File: src/rtl/iopit_pkg.sv
// ----------------------------------------------------------------------------
// iopit_pkg
// Shared types, codes and helpers for the I/O port and interval timer.
// ----------------------------------------------------------------------------
package iopit_pkg;

    // Operation codes
    localparam logic [1:0] OP_TICK  = 2'd0;
    localparam logic [1:0] OP_READ  = 2'd1;
    localparam logic [1:0] OP_WRITE = 2'd2;

    // Register offsets
    localparam logic [3:0] OFS_PA_DATA   = 4'd0;
    localparam logic [3:0] OFS_PA_DIR    = 4'd1;
    localparam logic [3:0] OFS_PB_DATA   = 4'd2;
    localparam logic [3:0] OFS_PB_DIR    = 4'd3;
    localparam logic [3:0] OFS_COUNT     = 4'd6;
    localparam logic [3:0] OFS_STATUS    = 4'd7;
    localparam logic [3:0] OFS_COUNT_ALT = 4'd14;

    // Prescale select codes
    localparam logic [2:0] PS_STOPPED = 3'd0;
    localparam logic [2:0] PS_DIV1    = 3'd1;
    localparam logic [2:0] PS_DIV8    = 3'd2;
    localparam logic [2:0] PS_DIV64   = 3'd3;
    localparam logic [2:0] PS_DIV1024 = 3'd4;

    localparam int         ACC_W          = 11;
    localparam logic [7:0] RESTART_COUNT  = 8'd255;
    localparam logic [7:0] EXPIRED_STATUS = 8'h80;

    typedef struct packed {
        logic [1:0] operation;
        logic [3:0] reg_offset;
        logic [7:0] write_data;
        logic [7:0] tick_cycles;
    } in_item_t;

    typedef struct packed {
        logic [7:0] read_data;
        logic       timer_expired;
    } out_item_t;

    // Work request handed from the input stage to the state holders
    typedef struct packed {
        logic     fire;
        in_item_t item;
    } req_t;

    function automatic logic [3:0] prescale_shift(input logic [2:0] sel);
        logic [3:0] sh;
        case (sel)
            PS_DIV1:    sh = 4'd0;
            PS_DIV8:    sh = 4'd3;
            PS_DIV64:   sh = 4'd6;
            PS_DIV1024: sh = 4'd10;
            default:    sh = 4'd0;
        endcase
        return sh;
    endfunction

endpackage

File: src/rtl/iopit_ports.sv
// ----------------------------------------------------------------------------
// iopit_ports
// Port A and port B data and direction registers with read-back.
// ----------------------------------------------------------------------------
module iopit_ports
    import iopit_pkg::*;
(
    input  logic       clk,
    input  logic       rst_n,
    input  req_t       req,
    output logic [7:0] rd_data
);

    logic [7:0] pa_data_reg, pa_dir_reg, pb_data_reg, pb_dir_reg;
    logic       wr_en, rd_en;

    assign wr_en = req.fire && (req.item.operation == OP_WRITE)
                   && (req.item.reg_offset[3:2] == 2'b00);
    assign rd_en = (req.item.operation == OP_READ)
                   && (req.item.reg_offset[3:2] == 2'b00);

    always_ff @(posedge clk or negedge rst_n)
    begin
        if (!rst_n)
        begin
            pa_data_reg <= '0;
            pa_dir_reg  <= '0;
            pb_data_reg <= '0;
            pb_dir_reg  <= '0;
        end
        else if (wr_en)
        begin
            unique case (req.item.reg_offset)
                OFS_PA_DATA: pa_data_reg <= req.item.write_data;
                OFS_PA_DIR:  pa_dir_reg  <= req.item.write_data;
                OFS_PB_DATA: pb_data_reg <= req.item.write_data;
                OFS_PB_DIR:  pb_dir_reg  <= req.item.write_data;
                default:     ;
            endcase
        end
    end

    always_comb
    begin
        rd_data = '0;
        if (rd_en)
        begin
            unique case (req.item.reg_offset)
                OFS_PA_DATA: rd_data = pa_data_reg;
                OFS_PA_DIR:  rd_data = pa_dir_reg;
                OFS_PB_DATA: rd_data = pb_data_reg;
                OFS_PB_DIR:  rd_data = pb_dir_reg;
                default:     rd_data = '0;
            endcase
        end
    end

endmodule

File: src/rtl/iopit_timer.sv
// ----------------------------------------------------------------------------
// iopit_timer
// Interval timer: prescaled count-down, expiry flag, count and status reads.
// ----------------------------------------------------------------------------
module iopit_timer
    import iopit_pkg::*;
(
    input  logic       clk,
    input  logic       rst_n,
    input  req_t       req,
    output logic [7:0] rd_data,
    output logic       expired_next
);

    logic [2:0]       sel_reg, sel_next;
    logic [7:0]       count_reg, count_next;
    logic [ACC_W-1:0] acc_reg, acc_next;
    logic             exp_reg, exp_next;

    logic [ACC_W:0]   sum_wide;
    logic [ACC_W-1:0] sum, periods, rem_mask;
    logic [3:0]       shift;
    logic             running;

    assign sum_wide = {1'b0, acc_reg} + {{(ACC_W - 7){1'b0}}, req.item.tick_cycles};
    assign sum      = sum_wide[ACC_W-1:0];
    assign shift    = prescale_shift(sel_reg);
    assign periods  = sum >> shift;
    assign rem_mask = (ACC_W'(1) << shift) - ACC_W'(1);
    assign running  = (sel_reg >= PS_DIV1) && (sel_reg <= PS_DIV1024) && !exp_reg;

    always_comb
    begin
        sel_next   = sel_reg;
        count_next = count_reg;
        acc_next   = acc_reg;
        exp_next   = exp_reg;
        rd_data    = '0;
        case (req.item.operation)
            OP_TICK:
            begin
                if (running)
                begin
                    acc_next = sum & rem_mask;
                    // only whole periods lower the count
                    if (periods != '0)
                    begin
                        if (periods >= {3'b000, count_reg})
                        begin
                            count_next = '0;
                            exp_next   = 1'b1;
                        end
                        else
                        begin
                            count_next = count_reg - periods[7:0];
                        end
                    end
                end
            end
            OP_READ:
            begin
                if (req.item.reg_offset == OFS_COUNT || req.item.reg_offset == OFS_COUNT_ALT)
                begin
                    if (exp_reg)
                    begin
                        // restart from full count, same prescale
                        acc_next   = '0;
                        exp_next   = 1'b0;
                        count_next = RESTART_COUNT;
                    end
                    else
                    begin
                        rd_data = count_reg;
                    end
                end
                else if (req.item.reg_offset == OFS_STATUS)
                begin
                    rd_data = exp_reg ? EXPIRED_STATUS : 8'h00;
                end
            end
            OP_WRITE:
            begin
                if (req.item.reg_offset[3:2] == 2'b01)
                begin
                    sel_next   = {1'b0, req.item.reg_offset[1:0]} + PS_DIV1;
                    acc_next   = '0;
                    count_next = req.item.write_data;
                    exp_next   = 1'b0;
                end
            end
            default: ;
        endcase
    end

    assign expired_next = exp_next;

    always_ff @(posedge clk or negedge rst_n)
    begin
        if (!rst_n)
        begin
            sel_reg   <= PS_STOPPED;
            count_reg <= '0;
            acc_reg   <= '0;
            exp_reg   <= 1'b0;
        end
        else if (req.fire)
        begin
            sel_reg   <= sel_next;
            count_reg <= count_next;
            acc_reg   <= acc_next;
            exp_reg   <= exp_next;
        end
    end

endmodule

File: src/rtl/io_port_and_interval_timer.sv
// ----------------------------------------------------------------------------
// io_port_and_interval_timer
// Bus-attached I/O port registers and a prescaled interval timer.
// ----------------------------------------------------------------------------
// Usage:
//   Input channel (in_valid/in_ready/in_data) carries one transaction for each
//   bus access or timer tick: a timer advance, a register read or a
//   register write. Output channel (out_valid/out_ready/out_data) returns
//   exactly one result transaction per input, in order: the read byte (0 for
//   ticks, writes and undecoded offsets) and the expired flag after the item.
//   An accepted item passes the input register, then the result register.
//   Throughput: one transaction per cycle while out_ready stays high; all
//   state is updated by a single pass of short logic between the two registers.
//   Stall: while out_valid is held by a low out_ready, one more transaction
//   can sit in the input register; in_ready drops only when both are full.
//   Reset (rst_n low, asynchronous): both stages empty, ports cleared, timer
//   stopped with count 0 and the expired flag clear.
// ----------------------------------------------------------------------------
module io_port_and_interval_timer
    import iopit_pkg::*;
(
    input  logic      clk,
    input  logic      rst_n,
    input  logic      in_valid,
    output logic      in_ready,
    input  in_item_t  in_data,
    output logic      out_valid,
    input  logic      out_ready,
    output out_item_t out_data
);

    logic      in_valid_reg;
    in_item_t  in_item_reg;
    logic      out_valid_reg;
    out_item_t out_item_reg;

    logic       advance;
    req_t       req;
    logic [7:0] port_rd, timer_rd;
    logic       expired_next;

    // Advance the input stage when the result register is free or draining
    assign advance  = in_valid_reg && (!out_valid_reg || out_ready);
    assign in_ready = !in_valid_reg || advance;

    assign req.fire = advance;
    assign req.item = in_item_reg;

    iopit_ports u_ports (
        .clk     (clk),
        .rst_n   (rst_n),
        .req     (req),
        .rd_data (port_rd)
    );

    iopit_timer u_timer (
        .clk          (clk),
        .rst_n        (rst_n),
        .req          (req),
        .rd_data      (timer_rd),
        .expired_next (expired_next)
    );

    // Input register: hold the accepted transaction until it advances
    always_ff @(posedge clk or negedge rst_n)
    begin
        if (!rst_n)
        begin
            in_valid_reg <= 1'b0;
        end
        else if (in_ready)
        begin
            in_valid_reg <= in_valid;
        end
    end

    always_ff @(posedge clk)
    begin
        if (in_valid && in_ready)
        begin
            in_item_reg <= in_data;
        end
    end

    // Result register: load on advance, drop when taken
    always_ff @(posedge clk or negedge rst_n)
    begin
        if (!rst_n)
        begin
            out_valid_reg <= 1'b0;
        end
        else if (advance)
        begin
            out_valid_reg <= 1'b1;
        end
        else if (out_ready)
        begin
            out_valid_reg <= 1'b0;
        end
    end

    always_ff @(posedge clk)
    begin
        if (advance)
        begin
            // port and timer read data are zero outside their own offsets
            out_item_reg.read_data     <= port_rd | timer_rd;
            out_item_reg.timer_expired <= expired_next;
        end
    end

    assign out_valid = out_valid_reg;
    assign out_data  = out_item_reg;

endmodule

File: config.mk
export PLATFORM = sky130hd
export DESIGN_NAME = io_port_and_interval_timer
export DESIGN_NICKNAME = d
export VERILOG_FILES = /design/src/rtl/iopit_pkg.sv /design/src/rtl/iopit_ports.sv /design/src/rtl/iopit_timer.sv /design/src/rtl/io_port_and_interval_timer.sv
export SDC_FILE = /design/constraint.sdc
export NUM_CORES = 1
export LEC_CHECK = 0
export CORE_ASPECT_RATIO = 1.2
export CORE_MARGIN = 2
export CORE_UTILIZATION = 30
export DETAILED_ROUTE_END_ITERATION = 8
export DONT_BUFFER_PORTS = 1
export PLACE_DENSITY_LB_ADDON = 0.25
export SYNTH_ARGS = -nofsm -noshare
export SYNTH_HDL_FRONTEND = slang
export SYNTH_HIERARCHICAL = 1
export SYNTH_SLANG_ARGS = --single-unit
File: constraint.sdc
create_clock -name clk -period 10.2 [get_ports clk]
set_clock_uncertainty 0.1 [all_clocks]
set_input_delay 0.51 -clock clk [delete_from_list [all_inputs] [get_ports clk]]
set_output_delay 0.51 -clock clk [all_outputs]
set_load 0.03 [all_outputs]
==> flow_summary.toml, run 1 <==
[logic_synthesis]
synth_edf_count = 31
synth_async_sr_flop_share_pct = 64.8
synth_top_area_share_pct = 26.9
yosysWarnings = 6
synth.ff_latch_count = 88
top_cells_by_area_synth = "sky130_fd_sc_hd__dfrtp_1 (27%), sky130_fd_sc_hd__edfxtp_1 (18%), sky130_fd_sc_hd__ha_1 (7.6%), sky130_fd_sc_hd__mux2_2 (5.3%), sky130_fd_sc_hd__mux2_4 (4.5%)"
mappedNetlistArea_um2 = 5300
post_synth_and_or_nand_nor_area_fraction_pct = 14.0
complex_gate_fraction_of_the_synthesized_area_pct = 13.9
synth_nets = 533
synth_top_family_by_area = "simple AND/OR/NAND/NOR gates"
yosys.area_share.adder_pct = 8.32
synthesis.area_per_instance_um2 = 11.2
seq_area_frac_synth_pct = 44.5
synth-xor-area-share_pct = 2.91
prevailing_post_synth_register_cell = "sky130_fd_sc_hd__dfrtp_1"
synth.mux.area_fraction_pct = 12.9
netlist_instances = 473
synth.largest_area_cell = "sky130_fd_sc_hd__dfrtp_1"
ys_types = 72

[finish]
layout_common_cells = "sky130_fd_sc_hd__dfrtp_1 (57), sky130_fd_sc_hd__nand2_1 (35), sky130_fd_sc_hd__ha_1 (32)"
fin_nets = 529
finish.cell_count_without_fillers = 694
drive_above_1_share_pct = 18.6
antenna_diode_instance_count = 0
area.growth.synth_to_final_pct = 10.1
largest_reg_flops = 22
most_common_cell_after_layout_fill_and_taps_aside = "sky130_fd_sc_hd__dfrtp_1"
utilization_pct = 33.4

[clock_tree]
post-cts-setup-buffers = 0
cts_tree = "done"
clock_latency_ns = 0.36
clock_sinks = 88
cts_root_buffer = "sky130_fd_sc_hd__clkbuf_16"
cts-htree-levels = 3
cts.clk_slew.worst_paths_ns = 0.07
clock_path_buffers = 2
tritoncts.num_buffers = 9

[setup_path]
criticalPathCategory = "reg -> reg"
critical-path-max-stage-delay_ns = 0.54
worst-endpoint-required_ns = 10.40
arrival_ns = 4.76
setup_slack_reg_to_reg_ns = 5.64
max_fanout_on_critical_path = 8
cp_num_buf_inv = 0
r2r_end = "u_timer/count_reg[4]"
crit_path_end_kind = "register"
cpMaxStageDelayCell = "sky130_fd_sc_hd__a2111o_1"
cp-startpoint = "in_item_reg[0]"
path_cells = "ha_1, fa_1, a21o_1, a221oi_4, xnor2_2, nor2_1, nor4_2, ha_1, nand2b_1, a21o_1, a211oi_1, o21ai_0, a2111o_1, o22ai_1, mux2_4"
rr_startpoint = "in_item_reg[0]"
worst_setup_path_start_kind = "register"
timing.critical_path.max_delay_family = "compound AO/OA/AOI/OAI gates"
r2r.worst_path.cells = 15

[timing]
finalCriticalPeriod_ns = 4.56
unrepaired_setup_endpoints_after_global_routing = "no"
timing_max_transition_violations_final = 0
timing.final.crit_share_pct = 44.7
max_clock_freq_mhz = 219
final.setup.tns_ns = 0
tightest_slew_ns = 0.835
worst_slew_margin_rel_pct = 44.2
timing.final.ws_setup_ns = 5.64
timing.final.setup_violations = 0
number_of_hold_slack_violations_in_the_final_timing_report = 0

[pwr]
powerDensity_nw_per_um2 = 223
worst_ir_drop_vdd_mv = 0.102
p_leak_nw = 2.55
fin_total_pwr_w = 0.00130

[die]
row_count = 53
chipWidth_um = 125
die_area_um2 = 18700
die_height_um = 150
design.portCount = 37
area_inside_the_core_boundary_um2 = 17400
effective_utilization_at_floorplan_pct = 30.4

[grt]
grt_pass1_vias = 3662
grt_start_max_net_pins = 58
globalRoute.totalOverflow = 0
grt.total_usage_pct = 13.8
grt_pass1_wl_um = 20200
grt_antenna_before_repair = 0

[detailed_routing]
drt_iter0_markers = 129
detail-route-antenna-nets = 0
drt_first_pass_iters = 4
vias = 3566
number_of_remaining_drc_errors = 0
wl_um = 12400
route.detailed.wl_per_inst_um = 17.9
vias_per_cell = 5.14

[placement]
place.port_buffers = 0
post-place-cells = 676
gp_congestion = 0.843
dp.final_hpwl_um = 8800
dp_slack_ns = 5.64

[worst_hold_path]
hold_start = "in_data[3]"
min-delay-path-class = "in -> reg"
sink_of_the_worst_hold_path = "in_item_reg[3]"
whs_path_depth = 0

[status]
outcome = "finished clean"

[flow_run]
drv_cap = 0
through the flow:
| stage | area (um^2) | hold WS [ns] |
|---|---|---|
| after CTS | 5830 | 0.133 |
| after detailed placement | 5490 | 0.116 |
| after global placement | 5490 | 0.116 |
| after global routing | 5830 | 0.133 |
| after floorplan | 5300 | 0.114 |
| final | 5830 | 0.142 |
layer usage:
layer / vias up / share of wire, % / GRT usage (%)
met4: 0 / 1.6 / 5.33
met2: 62 / 50 / 23.9
met3: 15 / 3.8 / 2.90
met5: - / 0 / 0
li1: 1723 / - / -
met1: 1766 / 45 / 16.8
synth_stat cells, drive strengths merged, types with 2 or more instances:
master  count
nor2       20
nand4       3
or3b        2
o21ai      21
a221oi      3
xor2       10
nand3b      4
o22ai      18
or4b        2
a31oi       3
and3        2
dfrtp      57
o31ai       2
or3         3
or2         8
a211oi      2
nor2b       6
buf        10
o41ai       5
clkbuf      9
a22o        2
ha         32
mux2i      16
nand2b     10
a221o       3
nor3b       4
nor3        3
and2       20
edfxtp     31
a21oi      24
nand3       4
nand2      35
o221ai      3
mux2       41
fa          2
o211ai      2
xnor2       5
inv        23
a21o        5
power breakdown:
group | leakage, nW | switching, W | internal (W)
Clock | 0.143 | 0.000155 | 0.000183
Sequential | 1.06 | 0.0000568 | 0.000420
Combinational | 1.35 | 0.000270 | 0.000218
Total | 2.55 | 0.000482 | 0.000821
worst max-delay path by stage:
| stage | endpoint | slack, ns | depth (start not counted) |
|---|---|---|---|
| after global routing | u_timer/count_reg[4] | 5.35 | 15 |
| final | u_timer/count_reg[4] | 5.64 | 15 |
| after detailed placement | u_timer/count_reg[4] | 5.64 | 15 |
| after global placement | u_timer/count_reg[6] | 5.73 | 15 |
| after CTS | u_timer/count_reg[4] | 5.61 | 15 |
| after floorplan | u_timer/count_reg[2] | 6.09 | 15 |
cells by family (layout without fill, tap and decap cells):
group / after synthesis / after routing
multiplexers: 57 / 57
buffers and inverters: 43 / 44
other: 1 / 1
adder cells (fa/ha/maj): 34 / 34
XOR/XNOR: 15 / 15
flip-flops: 88 / 88
AO/OA/AOI/OAI: 105 / 105
AND/OR/NAND/NOR: 130 / 130
layout make-up:
class	count	area [um^2]
fillers	1736	11600
multi-input cells	342	2760
flip-flops and latches	88	2360
well taps	220	275
clock buffers	10	250
inverters	24	90.1
repair buffers	4	52.6
clock inverters	6	48.8
worst reg2reg max path, delay by kind of cell (launching register included):
kind / cells / cell delay [ns]
AND/OR/NAND/NOR: 3 / 0.65
AO/OA/AOI/OAI: 7 / 1.97
adder cells (fa/ha/maj): 3 / 1.00
flip-flops: 1 / 0.38
XOR/XNOR: 1 / 0.24
multiplexers: 1 / 0.17
timing repair:
action | CTS | global route
gates resized for setup | 0 | 0
endpoints found under the hold margin | 57 | 0
hold buffers | 2 | 0
Power figures use the tool's default switching activity.
==> run 2: changes to the inputs <==
clock period = 4.52 ns   (was 10.2 ns; I/O delays follow)
==> run 2 against run 1 <==
Net effect: critical path depth grew 1; clock-buffer cell count is the same; first-iteration DRC count up 64%; utilization rose by 1.9 points; die area unchanged; via count up 1.3%; sequential share of layout area fell by 2.2 points; sequential cell count unchanged; worst hold slack got worse by 0.085 ns; register-to-register slack worse by 5.4 ns.
==> flow_summary.toml, run 2 (synthesis results as in run 1) <==
[timing]
final.setup.tns_ns = 0
unrepaired_setup_endpoints_after_global_routing = "no"
number_of_hold_slack_violations_in_the_final_timing_report = 0
worst_slew_margin_rel_pct = 43.1
tightest_slew_ns = 0.851
max_clock_freq_mhz = 235
timing_max_transition_violations_final = 0
finalCriticalPeriod_ns = 4.26
timing.final.crit_share_pct = 94.2
timing.final.setup_violations = 0

[die]
area_inside_the_core_boundary_um2 = 17400
chipWidth_um = 125
die_height_um = 150
row_count = 53
effective_utilization_at_floorplan_pct = 30.4
design.portCount = 37
die_area_um2 = 18700

[detailed_routing]
route.detailed.wl_per_inst_um = 17.5
drt_first_pass_iters = 4
wl_um = 12700
number_of_remaining_drc_errors = 0
vias = 3613
drt_iter0_markers = 212
detail-route-antenna-nets = 0
vias_per_cell = 4.96

[finish]
antenna_diode_instance_count = 0
ff_latch_area_um2 = 2360
drive_above_1_share_pct = 20.3
largest_reg_flops = 22
area.growth.synth_to_final_pct = 16.3
fin_nets = 563
layout_common_cells = "sky130_fd_sc_hd__dfrtp_1 (57), sky130_fd_sc_hd__nand2_1 (35), sky130_fd_sc_hd__ha_1 (32)"
most_common_cell_after_layout_fill_and_taps_aside = "sky130_fd_sc_hd__dfrtp_1"
filler_cell_count = 1722
finish.instance_area_um2 = 6160
multiInputGateArea_um2 = 2790

[pwr]
powerDensity_nw_per_um2 = 481
worst_ir_drop_vdd_mv = 0.226
p_leak_nw = 2.70

[setup_path]
rr_startpoint = "in_item_reg[0]"
arrival_ns = 4.45
r2r.worst_path.cells = 16
path_cells = "ha_1, fa_2, a21o_1, a221oi_4, buf_4, xnor2_2, nor2_1, nor4_4, ha_1, nand2b_1, a21o_1, a211oi_1, o21ai_0, a2111o_1, o22ai_1, mux2_4"
max_fanout_on_critical_path = 8
criticalPathCategory = "reg -> reg"
worst_setup_path_start_kind = "register"
setup_slack_reg_to_reg_ns = 0.26
cpMaxStageDelayCell = "sky130_fd_sc_hd__a2111o_1"
r2r_end = "u_timer/count_reg[4]"
critical-path-max-stage-delay_ns = 0.51
worst-endpoint-required_ns = 4.71
crit_path_end_kind = "register"

[placement]
dp.final_hpwl_um = 9080
place_area_um2 = 5550
gp_congestion = 0.868
place.port_buffers = 0

[grt]
grt_pass1_wl_um = 20300
grt_pass1_vias = 3737
globalRoute.totalOverflow = 0
grt_start_max_net_pins = 58
grt.total_usage_pct = 13.9
grt_antenna_before_repair = 0

[clock_tree]
tritoncts.num_buffers = 9
clock_latency_ns = 0.35
cts-htree-levels = 3
cts_root_buffer = "sky130_fd_sc_hd__clkbuf_16"
clock_path_buffers = 2
clock_sinks = 88
cts_tree = "done"
cts.clk_slew.worst_paths_ns = 0.07

[worst_hold_path]
whs_path_depth = 2
sink_of_the_worst_hold_path = "in_valid_reg"
hold_start = "out_ready"
min-delay-path-class = "in -> reg"

[status]
outcome = "finished clean"

[flow_run]
drv_cap = 0
==> run 2: cell count changes in the layout (fill, tap and decap cells not counted), moves of 2 or more <==
cell / before / now
sky130_fd_sc_hd__buf_4: 2 / 12
sky130_fd_sc_hd__a21oi_2: 1 / 3
sky130_fd_sc_hd__dlygate4sd3_1: 1 / 25
sky130_fd_sc_hd__a21oi_1: 23 / 21
sky130_fd_sc_hd__clkinv_4: 0 / 2
==> run 2: critical path: cells and delay by family, from the launching register on <==
| kind | cells | cell delay [ns] |
|---|---|---|
| compound gates | 7 | 1.73 |
| xor+xnor | 1 | 0.12 |
| fa+ha+maj | 3 | 0.92 |
| buf+inv | 1 | 0.19 |
| flops | 1 | 0.37 |
| mux | 1 | 0.18 |
| simple gates | 3 | 0.58 |
==> run 2: stage by stage <==
stage                     std cells  setup slack, ns  power, W  utilization [%]  hold slack (ns)
after floorplan                 473            0.406   0.00192                -           -0.170
after global placement          683            0.171   0.00219             31.8           -0.168
after detailed placement        683           0.0533   0.00221             31.8           -0.167
after CTS                       725           0.0478   0.00297             35.0           0.0476
after global routing            728           0.0468   0.00320             35.3           0.0611
final                           728            0.261   0.00297             35.3           0.0575
==> run 2: final cells by class <==
cell class	instances	share of cell area, %
Clock inverter	6	0.711
Tap cell	220	4.47
Clock buffer	10	3.88
Timing Repair Buffer	38	5.97
Multi-Input combinational cell	342	45.2
Sequential cell	88	38.3
Inverter	24	1.46
==> run 2: worst max-delay path by stage <==
stage	start	endpoint	cells after the start
CTS	in_item_reg[0]	u_timer/count_reg[4]	15
global route	in_item_reg[0]	u_timer/count_reg[5]	16
floorplan	in_item_reg[0]	u_timer/count_reg[2]	15
finish	in_item_reg[0]	u_timer/count_reg[4]	16
detailed placement	in_item_reg[0]	u_timer/count_reg[4]	15
global placement	in_item_reg[0]	u_timer/count_reg[6]	15
==> run 2: where the power goes <==
part | switching [W] | internal, W
sequential | 0.000128 | 0.000947
clock | 0.000321 | 0.000389
combinational | 0.000635 | 0.000545
total | 0.00108 | 0.00188
==> run 2: layer usage <==
layer	part of all wire, %	wire length [um]	track usage [%]	vias to the layer above
li1	-	-	-	1781
met5	0	0	0	-
met1	45	5670	16.7	1758
met3	2.3	298	2.40	18
met2	51	6490	24.9	56
met4	2.0	253	5.33	0
==> run 2: repair_timing <==
action                     CTS  global route
hold buffers                26             0
setup endpoints to repair    0             8
hold endpoints to repair    81             0
setup buffers                0             3
resized for setup            0             7
